File: src/rtl/core/swed_pkg.sv
// ----------------------------------------------------------------------------
// swed_pkg
// Shared types and constants of the sparse weighted euclidean distance block:
// beat payloads, op codes, controller states and the command and status
// bundles between controller and datapath.
// ----------------------------------------------------------------------------
package swed_pkg;

  localparam int VocabSizeDef    = 4096;
  localparam int MaxDocumentsDef = 65536;

  localparam int OpW      = 3;
  localparam int DocW     = 16;
  localparam int TermW    = 12;
  localparam int ValW     = 16;
  localparam int DistW    = 32;
  localparam int SumW     = 64;
  localparam int SqW      = 2 * ValW;
  localparam int ProdW    = SqW + ValW;
  localparam int TermSpan = 1 << TermW;
  localparam int RootCntW = $clog2(DistW);

  typedef enum logic [OpW-1:0] {
    OP_WEIGHT    = 3'd0,
    OP_REFERENCE = 3'd1,
    OP_CLEAR     = 3'd2,
    OP_TARGET    = 3'd3,
    OP_FINISH    = 3'd4
  } op_e;

  typedef enum logic [2:0] {
    ST_CLEAR,
    ST_IDLE,
    ST_DISPATCH,
    ST_SQUARE,
    ST_SCALE,
    ST_ACC,
    ST_ROOT,
    ST_EMIT
  } state_e;

  typedef struct packed {
    logic [OpW-1:0]  op;
    logic [DocW-1:0] doc;
    logic [TermW-1:0] term;
    logic [ValW-1:0] value;
  } in_item_t;

  typedef struct packed {
    logic [DocW-1:0]  doc_out;
    logic [DistW-1:0] distance;
  } out_item_t;

  typedef struct packed {
    logic item_load;
    logic wr_weight;
    logic wr_ref;
    logic clr_wr;
    logic run_set;
    logic run_close;
    logic sqrt_start;
    logic out_load;
    logic sum_clear;
    logic sq_en;
    logic prod_en;
    logic acc_en;
  } ctrl_cmd_t;

  typedef struct packed {
    op_e  op;
    logic term_ok;
    logic doc_ok;
    logic doc_change;
    logic run_open;
    logic clr_last;
    logic root_done;
    logic out_free;
  } dp_status_t;

endpackage

File: src/rtl/core/swed_ctrl.sv
// ----------------------------------------------------------------------------
// swed_ctrl
// Controller: sequences table writes, clear sweeps, the per-entry multiply and
// accumulate, the root of a finished document and its output beat.
// ----------------------------------------------------------------------------
module swed_ctrl (
  input  logic                  clk_i,
  input  logic                  rst_ni,
  input  logic                  in_valid_i,
  output logic                  in_ready_o,
  input  swed_pkg::dp_status_t  status_i,
  output swed_pkg::ctrl_cmd_t   cmd_o
);

  swed_pkg::state_e state_q, state_d;

  always_ff @(posedge clk_i or negedge rst_ni) begin
    if (!rst_ni) begin
      state_q <= swed_pkg::ST_CLEAR;
    end else begin
      state_q <= state_d;
    end
  end

  always_comb begin
    state_d = state_q;
    cmd_o   = '0;
    case (state_q)
      swed_pkg::ST_CLEAR: begin
        cmd_o.clr_wr = 1'b1;
        if (status_i.clr_last) begin
          state_d = swed_pkg::ST_IDLE;
        end
      end
      swed_pkg::ST_IDLE: begin
        if (in_valid_i) begin
          cmd_o.item_load = 1'b1;
          state_d         = swed_pkg::ST_DISPATCH;
        end
      end
      swed_pkg::ST_DISPATCH: begin
        state_d = swed_pkg::ST_IDLE;
        case (status_i.op)
          swed_pkg::OP_WEIGHT: begin
            cmd_o.wr_weight = status_i.term_ok;
          end
          swed_pkg::OP_REFERENCE: begin
            cmd_o.wr_ref = status_i.term_ok;
          end
          swed_pkg::OP_CLEAR: begin
            state_d = swed_pkg::ST_CLEAR;
          end
          swed_pkg::OP_TARGET: begin
            if (status_i.doc_ok) begin
              if (status_i.doc_change) begin
                cmd_o.sqrt_start = 1'b1;
                state_d          = swed_pkg::ST_ROOT;
              end else begin
                cmd_o.run_set = 1'b1;
                if (status_i.term_ok) begin
                  state_d = swed_pkg::ST_SQUARE;
                end
              end
            end
          end
          swed_pkg::OP_FINISH: begin
            if (status_i.run_open) begin
              cmd_o.sqrt_start = 1'b1;
              state_d          = swed_pkg::ST_ROOT;
            end
          end
          default: begin
            state_d = swed_pkg::ST_IDLE;
          end
        endcase
      end
      swed_pkg::ST_ROOT: begin
        if (status_i.root_done) begin
          state_d = swed_pkg::ST_EMIT;
        end
      end
      swed_pkg::ST_EMIT: begin
        if (status_i.out_free) begin
          cmd_o.out_load  = 1'b1;
          cmd_o.sum_clear = 1'b1;
          if (status_i.op == swed_pkg::OP_TARGET) begin
            cmd_o.run_set = 1'b1;
            state_d = status_i.term_ok ? swed_pkg::ST_SQUARE : swed_pkg::ST_IDLE;
          end else begin
            cmd_o.run_close = 1'b1;
            state_d         = swed_pkg::ST_IDLE;
          end
        end
      end
      swed_pkg::ST_SQUARE: begin
        cmd_o.sq_en = 1'b1;
        state_d     = swed_pkg::ST_SCALE;
      end
      swed_pkg::ST_SCALE: begin
        cmd_o.prod_en = 1'b1;
        state_d       = swed_pkg::ST_ACC;
      end
      swed_pkg::ST_ACC: begin
        cmd_o.acc_en = 1'b1;
        state_d      = swed_pkg::ST_IDLE;
      end
      default: begin
        state_d = swed_pkg::ST_IDLE;
      end
    endcase
  end

  assign in_ready_o = state_q == swed_pkg::ST_IDLE;

endmodule

File: config.mk
export PLATFORM = sky130hd
export DESIGN_NAME = swed_ctrl
export DESIGN_NICKNAME = d
export VERILOG_FILES = /design/src/rtl/core/swed_pkg.sv /design/src/rtl/core/swed_ctrl.sv
export SDC_FILE = /design/constraint.sdc
export NUM_CORES = 1
export LEC_CHECK = 0
export BUFFER_PORTS_ARGS = -buffer_cell sky130_fd_sc_hd__buf_2
export CAP_MARGIN = 20
export CORE_AREA = 5 5 42 44
export CTS_CLUSTER_DIAMETER = 50
export CTS_CLUSTER_SIZE = 20
export DETAILED_ROUTE_END_ITERATION = 6
export DIE_AREA = 0 0 47 49
export HOLD_SLACK_MARGIN = 0.12
export PLACE_DENSITY = 0.56
export REMOVE_ABC_BUFFERS = 1
export SLEW_MARGIN = 20
export SYNTH_ARGS = -nofsm -noshare
export SYNTH_HDL_FRONTEND = slang
export SYNTH_SLANG_ARGS = --single-unit
File: constraint.sdc
create_clock -name clk_i -period 3.5 [get_ports clk_i]
set_input_delay 0.175 -clock clk_i [delete_from_list [all_inputs] [get_ports clk_i]]
set_output_delay 0.175 -clock clk_i [all_outputs]
set_load 0.05 [all_outputs]
---- After elaboration in Yosys (flattened, before gate mapping) ----
Index checks and enable logic that the tools add are counted.
word-level totals
  flip-flop bits (word level) ............. 3
  input bits .............................. 13
  output and inout port bits .............. 13
  word-level logic and storage cells ...... 54
operators by class
  mux-type cells .......................... 35
  equal/unequal tests ..................... 15
  reductions and logical operators ........ 3
operator list
  cell                                           number
  2-to-1 mux 3 bit                               8
  case mux 3 bit (8 select lines)                1
  2-to-1 mux 1 bit                               18
  == test 3 bit, second input constant           5
  == test 3 x 2 -> 1 bit, second input constant  4
  2-to-1 mux 2 bit                               5
  case mux 3 bit (3 select lines)                1
  inequality test 2 bit, second input constant   4
  == test 3 x 1 -> 1 bit, second input constant  2
  zero test 3 bit                                2
  case mux 1 bit (2 select lines)                2
  AND reduction 4 bit                            1

---- Longest topological paths before layout ----
Gate-level depths: netlist of the first run.
  depth in word-level cells ............... 5
  depth in mapped cells ................... 4
  mapped depth without buffers ............ 3

---- Least setup slack after synthesis of the first run ----
Ideal clock, no wire load.
  path type ............................... flip-flop to output port
  from .................................... register state_q[1]
  to ...................................... output port cmd_o[9] in the netlist's numbering
  buffers on the path ..................... 1
  stages on the path, launching flop included .. 5
  arrival ................................. 1964 ps
  slack ................................... 1361 ps
  data required time ...................... 3325 ps
  cells stage by stage .................... dfrtp_1 > buf_4 > nor3b_4 > nand3b_1 > nor3b_1
RTL lines
  item                    line             text
  start, declared         swed_ctrl.sv:15  swed_pkg::state_e state_q, state_d;
  start signal, assigned  swed_ctrl.sv:19  state_q <= swed_pkg::ST_CLEAR;
  start signal, assigned  swed_ctrl.sv:21  state_q <= state_d;
  end, declared           swed_ctrl.sv:12  output swed_pkg::ctrl_cmd_t cmd_o

==> results by group, run 1 <==
Timing
  – Fin. max-slew vios: 0
  – Final critical-path required period: 1.82 ns
  – Worst hold slack: 0.271 ns
  – Fmax: 551 MHz
  – Unrepaired setup endpoints after global routing: no
  – Final period util: 51.9%
  – Hold Fails Final Rpt: 0
  – Final setup vio count: 0
  – Worst slew margin: 71.1%
  – Final clock skew: 0.00108 ns
  – Worst-margin pin slew: 0.434 ns
  – Accumulated negative setup slack: 0 ns

Floorplanning
  – Starting Density: 26.6%
  – Full die area: 0.00230 sq mm
  – Standard-cell rows: 14
  – Die height: just under 50 um
  – Num ports: 26
  – Die Wd: 47 um
  – Core area: roughly 0.0014 sq mm

Hold path
  – Min-Delay Path Class: in -> async

Power
  – PwrDens: 763 mW/mm^2
  – VDD IR max: 0.181 mV
  – Leak pwr: approximately 0.27 nW

Final layout
  – Commonest non-fill, non-tap cell in the layout: buf_2
  – # nets final: 86
  – FF/Latch Area: roughly 75 sq um
  – Layout area overhead: 41.9%
  – Biggest register: state_q
  – # fillers: 161
  – Core Util, Final: around 38%
  – Multi-input logic area: 262 sq um
  – Share of layout cells above drive strength 1: between 40% and 50%
  – Max FFs per register: 3
  – Largest registers: state_q (3)
  – # diodes: 0
  – Most frequent cells in the layout: 25 x buf_2, 4 x nor3b_1

Synthesis
  – Compound-cell area share of the yosys netlist: a little under a quarter
  – Post-synthesis xor/xnor area fraction: 0%
  – Largest family of logic cells by synthesized area: simple AND/OR/NAND/NOR gates
  – Netlist cell types: 29
  – Simple-gate portion of the synthesized area: 46.3%
  – Register bit count reported by yosys: 3
  – Synthesized-area fraction occupied by adder cells: 0%
  – Ys Warns: 0
  – Syn Inst Count: 46
  – Multiplexer share of the synthesized area: 0%
  – Mean post-synth cell area: 8.11 sq um
  – Cell Area, Synth: about 370 sq um
  – Sequential area share after synthesis: 20.1%

Global routing
  – GRT overflow: 0
  – Overall Global Routing Usage: under 10%
  – Largest net degree at the start of global routing: 16
  – Vias in the first global route: approximately 420
  – First-pass GRT wire length: 1.68 mm
  – Antenna violations before repair: 0

Clock tree
  – CTS buffer count: 3
  – CTS Buffer Depth: 2
  – Post-CTS Resized: 0
  – Root Buffer: clkbuf_4
  – CTS tree: done
  – Clk_lat worst skew: 0.23 ns
  – Clock Pin Slew Worst Setup and Hold Paths: 0.04 ns
  – Post-CTS Hold Buffers: 1
  – Setup Fix Bufs, Post-CTS: 0
  – H-tree depth: 1
  – Clk sinks: 3

Place
  – RD Place Congestion: between 0.6 and 0.7
  – I/O Buffers: 25
  – Dpl hpwl: 801 um

Worst setup path
  – CP max stage delay: 0.52 ns
  – Reg2reg start: state_q[2]
  – Reg-to-reg critical path endpoint: state_q[0]
  – CP Cell Sequence: nor3b_4, nand3b_1, nor3b_1, buf_2
  – Crit. End Element: primary output
  – Critical Path Fanout Max: 13
  – Worst path required time: 3.32 ns
  – CP max stage cell: dfrtp_1
  – Worst EP arrival: about 1.6 ns
  – Critical Path Source Type: flip-flop
  – Reg2reg setup slack: roughly 2.2 ns
  – Worst r2r path cells: 3
  – Worst setup path category: reg -> out
  – CP top delay family: simple AND/OR/NAND/NOR gates
  – Crit path buffers/inverters: 1

Routing
  – Routed len/inst: 11.6 um
  – DRT iter0 DRCs: 2
  – ANT nets after route: 0
  – Initial DRT Pass Iterations: 2
  – Vias: 417
  – Via/cell ratio: 4.74
  – Final wirelength: between 1 and 1.5 mm
  – # DRC: 0

Run
  – Max_cap viols: 0

Status
  – Status: finished, final reports clean
-- kinds of logic (layout without fill, tap and decap cells) --
| group | Yosys count | after routing |
|---|---|---|
| buf+inv | 7 | 33 |
| compound gates | 12 | 12 |
| simple gates | 24 | 24 |
| flops | 3 | 3 |
-- how the worst max path moves through the flow --
stage          startpoint  endpoint  slack, ns  cells after the start
2_1_floorplan  state_q[2]  cmd_o[9]       1.30                      3
3_3_place_gp   state_q[1]  cmd_o[9]       1.91                      4
3_5_place_dp   state_q[1]  cmd_o[9]       1.92                      4
4_1_cts        state_q[1]  cmd_o[9]       1.66                      4
5_1_grt        state_q[0]  cmd_o[9]       1.47                      4
6_report       state_q[2]  cmd_o[9]       1.68                      4
-- metrics by stage --
step	std cells	setup slack [ns]	power (mW)	instance area [sq um]
3_3_place_gp	83	1.91	0.346	493
6_report	88	1.68	0.404	529
2_1_floorplan	42	1.30	0.285	348
5_1_grt	88	1.47	0.436	529
3_5_place_dp	83	1.92	0.348	493
4_1_cts	88	1.66	0.410	529
-- final cells by class --
class	instances	area share [%]
multi-input cells	36	49.4
repair buffers	26	25.5
flip-flops and latches	3	14.2
clock buffers	4	4.96
well taps	16	3.78
inverters	3	2.13
-- where the power goes --
| group | switching [mW] | total, mW | internal, mW |
|---|---|---|---|
| logic | 0.165 | 0.244 | 0.0799 |
| registers | 0.0515 | 0.101 | 0.0498 |
| clock network | 0.0156 | 0.0582 | 0.0426 |
-- worst register-to-register path: stages (launching register included) --
cell	delay, ns
dfrtp_1	0.52
or3_1	0.42
o21a_1	0.11
o32a_1	0.15
-- synthesized netlist by cell type, drive strengths merged --
cell	number	area, sq um
nand3b	3	22.5
a31oi	2	12.5
o21a	1	7.51
o32a	1	10.0
nor3b	5	48.8
o311ai	1	8.76
or3	1	6.26
a21oi	2	10.0
a211o	1	8.76
nand2	3	11.3
o21bai	1	7.51
nor3	3	15.0
nand4	1	6.26
o21ai	1	5.00
and3	1	6.26
a21bo	1	10.0
and3b	1	10.0
nand4b	1	8.76
nand3	1	5.00
and4bb	1	16.3
dfrtp	3	75.1
nor2b	1	6.26
buf	4	25.0
nand2b	1	6.26
inv	3	11.3
a311oi	1	8.76
nor2	1	3.75
-- per-layer routing --
metal	vias to the layer above	global-route usage, %	wire, um
met5	-	0	0
met4	0	5.53	0
met3	0	1.11	100
met2	16	14.3	465
met1	175	12.5	459
li1	226	-	-
Note: power is estimated with default switching activity, not from simulation.
==> run 2: changes to the inputs <==
Settings changed: ABC_AREA set to 1, PLACE_DENSITY 0.56 to 0.6.
Clock period 3.5 ns to 1.5 ns, I/O delays scaled along.
==> results by group, run 2 <==
Synthesis
  – Post-synth top area share: 20.2%
  – Sequential area share after synthesis: 19.2%
  – Ys async rst share: 100%
  – Netlist cell types: 18
  – Commonest cells post-synth: 21 x nand2_1, 13 x inv_1, 10 x nor2_1
  – Cell Area, Synth: between 300 and 400 sq um
  – Count leader, synth: nand2_1
  – Register bit count reported by yosys: 3
  – Mean post-synth cell area: 5.42 sq um
  – Ys flop type: dfrtp_1
  – Synth area leader: nand2_1
  – Ys Warns: 0
  – Syn Inst Count: 72
  – Synth area leaders: nand2_1 20%, dfrtp_1 19%, inv_1 13%
  – EDFF count, synth: 0

Clock tree
  – Clk_lat worst skew: 0.23 ns
  – Clk sinks: 3
  – H-tree depth: 1
  – CTS buffer count: 3
  – CTS tree: done
  – Clock Pin Slew Worst Setup and Hold Paths: 0.03 ns
  – Root Buffer: clkbuf_4
  – CTS Buffer Depth: 2

Timing
  – Unrepaired setup endpoints after global routing: yes
  – Worst-margin pin slew: 0.251 ns
  – Final critical-path required period: 1.42 ns
  – Final clock skew: 0.00502 ns
  – Final setup vio count: 0
  – Final period util: 94.8%
  – Hold Fails Final Rpt: 0
  – Fin. max-slew vios: 0
  – Fmax: 703 MHz
  – Worst slew margin: 83.4%

Worst setup path
  – Crit path buffers/inverters: 2
  – Worst r2r path cells: 8
  – Critical path depth: 6
  – CP Cell Sequence: inv_2, nand2_4, nor2_4, nand3_2, nor3_2, buf_6
  – Reg2reg setup slack: 0.23 ns
  – Reg-to-reg critical path endpoint: state_q[0]
  – Critical Path Source Type: flip-flop
  – CP max stage delay: 0.43 ns
  – Reg2reg start: state_q[0]
  – CP max stage cell: dfrtp_2
  – Worst path required time: roughly 1.4 ns
  – Critical Path Fanout Max: 4
  – Crit. End Element: primary output
  – Worst setup path category: reg -> out
  – CP top delay family: flip-flops
  – Worst EP arrival: 1.35 ns

Final layout
  – # nets final: approximately 120
  – Biggest register: state_q
  – # diodes: 0
  – Largest registers: state_q (3)
  – Final Instance Area: 651 sq um
  – Max FFs per register: 3
  – Share of layout cells above drive strength 1: 45.7%
  – # fillers: 144
  – Core Util, Final: between 40% and 50%
  – Commonest non-fill, non-tap cell in the layout: buf_2
  – Most frequent cells in the layout: 20 x buf_2, 19 x nand2_1, 13 x inv_1, 9 x nor2_1
  – Layout area overhead: 66.7%

Hold path
  – Hold Path Sink: state_q[0]
  – Min-delay src: in_valid_i
  – Worst hold path cell count: 4
  – Min-Delay Path Class: in -> reg

Global routing
  – Overall Global Routing Usage: 10.1%
  – Met2 Usage GRT: 16.3%
  – Top Usage Layer GRT: met2
  – Largest net degree at the start of global routing: 8
  – Met1 GRT Util: 12.1%
  – Grt met3 use: 1.48%
  – First-pass GRT wire length: 1.75 mm
  – Vias in the first global route: between 400 and 500
  – GRT overflow: 0
  – Antenna violations before repair: 0

Run
  – Max_cap viols: 0

Floorplanning
  – Die Wd: roughly 47 um
  – Num ports: 26
  – Core area: 0.00140 sq mm
  – Full die area: 0.00230 sq mm
  – Standard-cell rows: 14
  – Starting Density: 27.9%
  – Die height: 49 um

Power
  – Leak pwr: 0.404 nW
  – PwrDens: 1830 mW/mm^2
  – VDD IR max: 0.901 mV
  – Total power: 1.19 mW

Place
  – RD Place Congestion: 0.790
  – Post-DP Area: around 530 sq um
  – Dpl hpwl: 859 um
  – I/O Buffers: 25

Routing
  – Routed len/inst: 9.09 um
  – Vias: between 500 and 600
  – DRT iter0 DRCs: 3
  – Via/cell ratio: 4.41
  – ANT nets after route: 0
  – # DRC: 0
  – Final wirelength: around 1.1 mm
  – Initial DRT Pass Iterations: 2

Status
  – Status: finished, final reports clean
-- run 2: cell count changes after synthesis, moves of 2 or more --
cell	change
nand2_1	+18
inv_1	+10
nor2_1	+9
nor3b_1	-4
nand3_1	+3
a31oi_1	-2
buf_2	-2
inv_2	+2
o21ai_0	+2
-- run 2: kinds of logic (layout without fill, tap and decap cells) --
family                 Yosys count  count (layout)  share of synthesized area [%]
AOI/OAI and AO/OA                9               9                           13.1
buffers and inverters           16              49                           16.3
and+or+nand+nor                 44              44                           51.3
DFF                              3               3                           19.2
-- run 2: worst reg2reg max path, stage by stage (launching register included) --
cell and delay, ns:
dfrtp_2 0.43, inv_2 0.08, buf_4 0.10, buf_4 0.10, nand3_1 0.10, o21ai_1 0.17, nor2_2 0.06, nand2_1 0.06
nand2_1 0.05
-- run 2: worst max path at each step --
stage               start   endpoint
2_1_floorplan  state_q[0]  cmd_o[10]
3_3_place_gp   state_q[0]  cmd_o[10]
3_5_place_dp   state_q[0]   cmd_o[9]
4_1_cts        state_q[0]   cmd_o[9]
5_1_grt        state_q[0]   cmd_o[7]
6_report       state_q[0]   cmd_o[9]
-- run 2: final cells by class --
class                   instances  area [sq um]  share of cell area [%]
multi-input cells              53           284                    43.7
repair buffers                 30           185                    28.5
flip-flops and latches          3          78.8                    12.1
inverters                      15          56.3                    8.65
clock buffers                   4          26.3                    4.04
well taps                      16          20.0                    3.08
-- run 2: metal layers --
| metal | wire (um) | vias to the layer above | share of wire, % |
|---|---|---|---|
| met3 | 84 | 0 | 7.6 |
| met1 | 431 | 230 | 39 |
| met4 | 0 | 0 | 0 |
| li1 | - | 289 | - |
| met2 | 585 | 15 | 53 |
| met5 | 0 | - | 0 |
-- run 2: per-stage QoR --
step / hold WS (ns) / worst slack (ns) / TNS (ns) / instances
6_report: 0.153 / 0.0774 / 0 / 121
5_1_grt: 0.160 / -0.00719 / -0.00815 / 121
4_1_cts: 0.151 / 0.00847 / 0 / 118
3_5_place_dp: -0.128 / 0.108 / 0 / 112
3_3_place_gp: -0.127 / 0.147 / 0 / 112
2_1_floorplan: -0.221 / -0.447 / -1.23 / 71
-- run 2: repair_timing --
| item | 4_1_cts | 5_1_grt |
|---|---|---|
| setup endpoints to repair | 4 | 8 |
| buffers inserted | 1 | 3 |
| pin swaps | 3 | 2 |
| hold endpoints to repair | 3 | 0 |
| gates resized for setup | 9 | 9 |
| hold buffers | 1 | 0 |
-- run 2: power breakdown --
part / leakage (nW) / total (mW) / internal (mW) / switching (mW)
combinational: 0.355 / 0.853 / 0.271 / 0.582
clock: 0.0150 / 0.142 / 0.0997 / 0.0426
sequential: 0.0343 / 0.196 / 0.129 / 0.0668
total: 0.404 / 1.19 / 0.499 / 0.692
==> run 3: changes to the inputs <==
Settings changed: ABC_AREA 1 to 0, PLACE_DENSITY 0.6 to 0.58.
==> results by group, run 3 (synthesis results as in run 1) <==
Status
  – Status: finished with violations
  – Violated checks: setup timing

Routing
  – Routed len/inst: between 10 and 15 um
  – Via/cell ratio: 4.87
  – Final wirelength: 1.16 mm
  – # DRC: 0
  – DRT iter0 DRCs: 4
  – Initial DRT Pass Iterations: 4
  – ANT nets after route: 0
  – Vias: 448

Worst setup path
  – Worst path required time: 1.42 ns
  – Critical Path Fanout Max: 4
  – Reg2reg setup slack: ~0.16 ns
  – Worst setup path category: reg -> out
  – Worst EP arrival: 1.46 ns
  – Critical Path Source Type: flip-flop
  – Crit. End Element: primary output

Final layout
  – Final Instance Area: 593 sq um
  – # diodes: 0
  – Largest registers: state_q (3)
  – # fillers: 150
  – Max FFs per register: 3
  – # nets final: 90
  – Commonest non-fill, non-tap cell in the layout: buf_2
  – Share of layout cells above drive strength 1: 48.7%
  – Layout area overhead: 59.1%
  – Most frequent cells in the layout: 17 x buf_2, 8 x buf_4, 6 x clkbuf_4
  – Multi-input logic area: 272 sq um
  – FF/Latch Area: between 70 and 80 sq um
  – Biggest register: state_q

Place
  – Dpl hpwl: 875 um
  – I/O Buffers: 25
  – Dpl ws: 0.172 ns
  – Post-DP Area: between 500 and 600 sq um
  – RD Place Congestion: 0.729

Clock tree
  – CTS tree: done
  – Clk sinks: 3
  – Clk_lat worst skew: around 0.24 ns
  – Root Buffer: clkbuf_4
  – Clock Pin Slew Worst Setup and Hold Paths: 0.04 ns
  – H-tree depth: 1
  – CTS Buffer Depth: 2
  – CTS buffer count: 3

Floorplanning
  – Standard-cell rows: 14
  – Die height: 49 um
  – Die Wd: 47 um
  – Num ports: 26
  – Core area: 0.00140 sq mm
  – Full die area: 0.00230 sq mm
  – Starting Density: 26.6%

Global routing
  – Largest net degree at the start of global routing: 15
  – First-pass GRT wire length: about 1.7 mm
  – Overall Global Routing Usage: roughly a tenth
  – Vias in the first global route: 425
  – Antenna violations before repair: 0
  – GRT overflow: 0

Run
  – Max_cap viols: 0

Timing
  – Worst hold slack: about 0.16 ns
  – Final setup vio count: 2
  – Worst-margin pin slew: 0.275 ns
  – Final critical-path required period: 1.54 ns
  – Fmax: 651 MHz
  – Worst slew margin: 81.4%
  – Final period util: 102%
  – Hold Fails Final Rpt: 0
  – Post-route setup slack: -0.0367 ns
  – Final clock skew: slightly above 0.002 ns
  – Unrepaired setup endpoints after global routing: yes
  – Fin. max-slew vios: 0

Hold path
  – Min-Delay Path Class: in -> async

Power
  – VDD IR max: approximately 0.57 mV
  – PwrDens: 1790 mW/mm^2
  – Leak pwr: 0.293 nW
run 3: cell count changes in the layout (fill, tap and decap cells not counted), moves of 3 or more:
cell / previous run / this run
nand2_1: 19 / 3
buf_4: 5 / 8
buf_2: 20 / 17
nor3b_1: 0 / 3
dfrtp_1: 0 / 3
inv_1: 13 / 3
nor2_1: 9 / 1
dfrtp_2: 3 / 0
run 3: area by class of cell:
class | instances | area share, %
Multi-Input combinational cell | 36 | 45.8
Timing Repair Buffer | 30 | 31.9
Sequential cell | 3 | 12.7
Clock buffer | 4 | 4.43
Tap cell | 16 | 3.38
Inverter | 3 | 1.90
run 3: routing by layer:
metal,vias to the layer above,track usage [%],part of all wire [%]
met3,0,1.48,6.3
met5,-,0,0
met1,197,13.2,45
met2,18,14.5,49
met4,0,6.91,0
li1,233,-,-
run 3: final timing paths:
path | startpoint | endpoint | cells after the start
setup / recovery | state_q[1] | cmd_o[9] | 4
hold / removal | rst_ni | state_q[1] | 2
setup reg to reg | state_q[2] | state_q[0] | 4
hold reg to reg | state_q[1] | state_q[1] | 2
max in group asynchronous | rst_ni | state_q[2] | 2
min in group clk_i | status_i[1] | state_q[0] | 3
run 3: power by group:
group          internal (mW)  switching (mW)
sequential             0.118          0.0400
combinational          0.259           0.491
clock                  0.100          0.0531
run 3: stage by stage:
| step | std cells | setup TNS, ns | power, mW | utilization (%) |
|---|---|---|---|---|
| after CTS | 92 | -0.0496 | 1.05 | 41.1 |
| final | 92 | -0.0645 | 1.06 | 42.3 |
| after detailed placement | 86 | 0 | 0.863 | 36.8 |
| after global routing | 92 | -0.321 | 1.12 | 42.3 |
| after global placement | 86 | 0 | 0.858 | 36.8 |
| after floorplan | 42 | -3.21 | 0.665 | - |
run 3: timing repair:
item,4_1_cts,5_1_grt
endpoints found under the setup margin,3,8
hold endpoints to repair,3,0
hold buffers,1,0
resized for setup,5,8
pin swaps,1,0
buffers inserted,1,0
run 3: critical path: stages, from the launching register on:
cell,delay [ns]
dfrtp_1,0.40
nor3b_4,0.27
nand3b_1,0.15
nor3b_2,0.22
buf_6,0.18
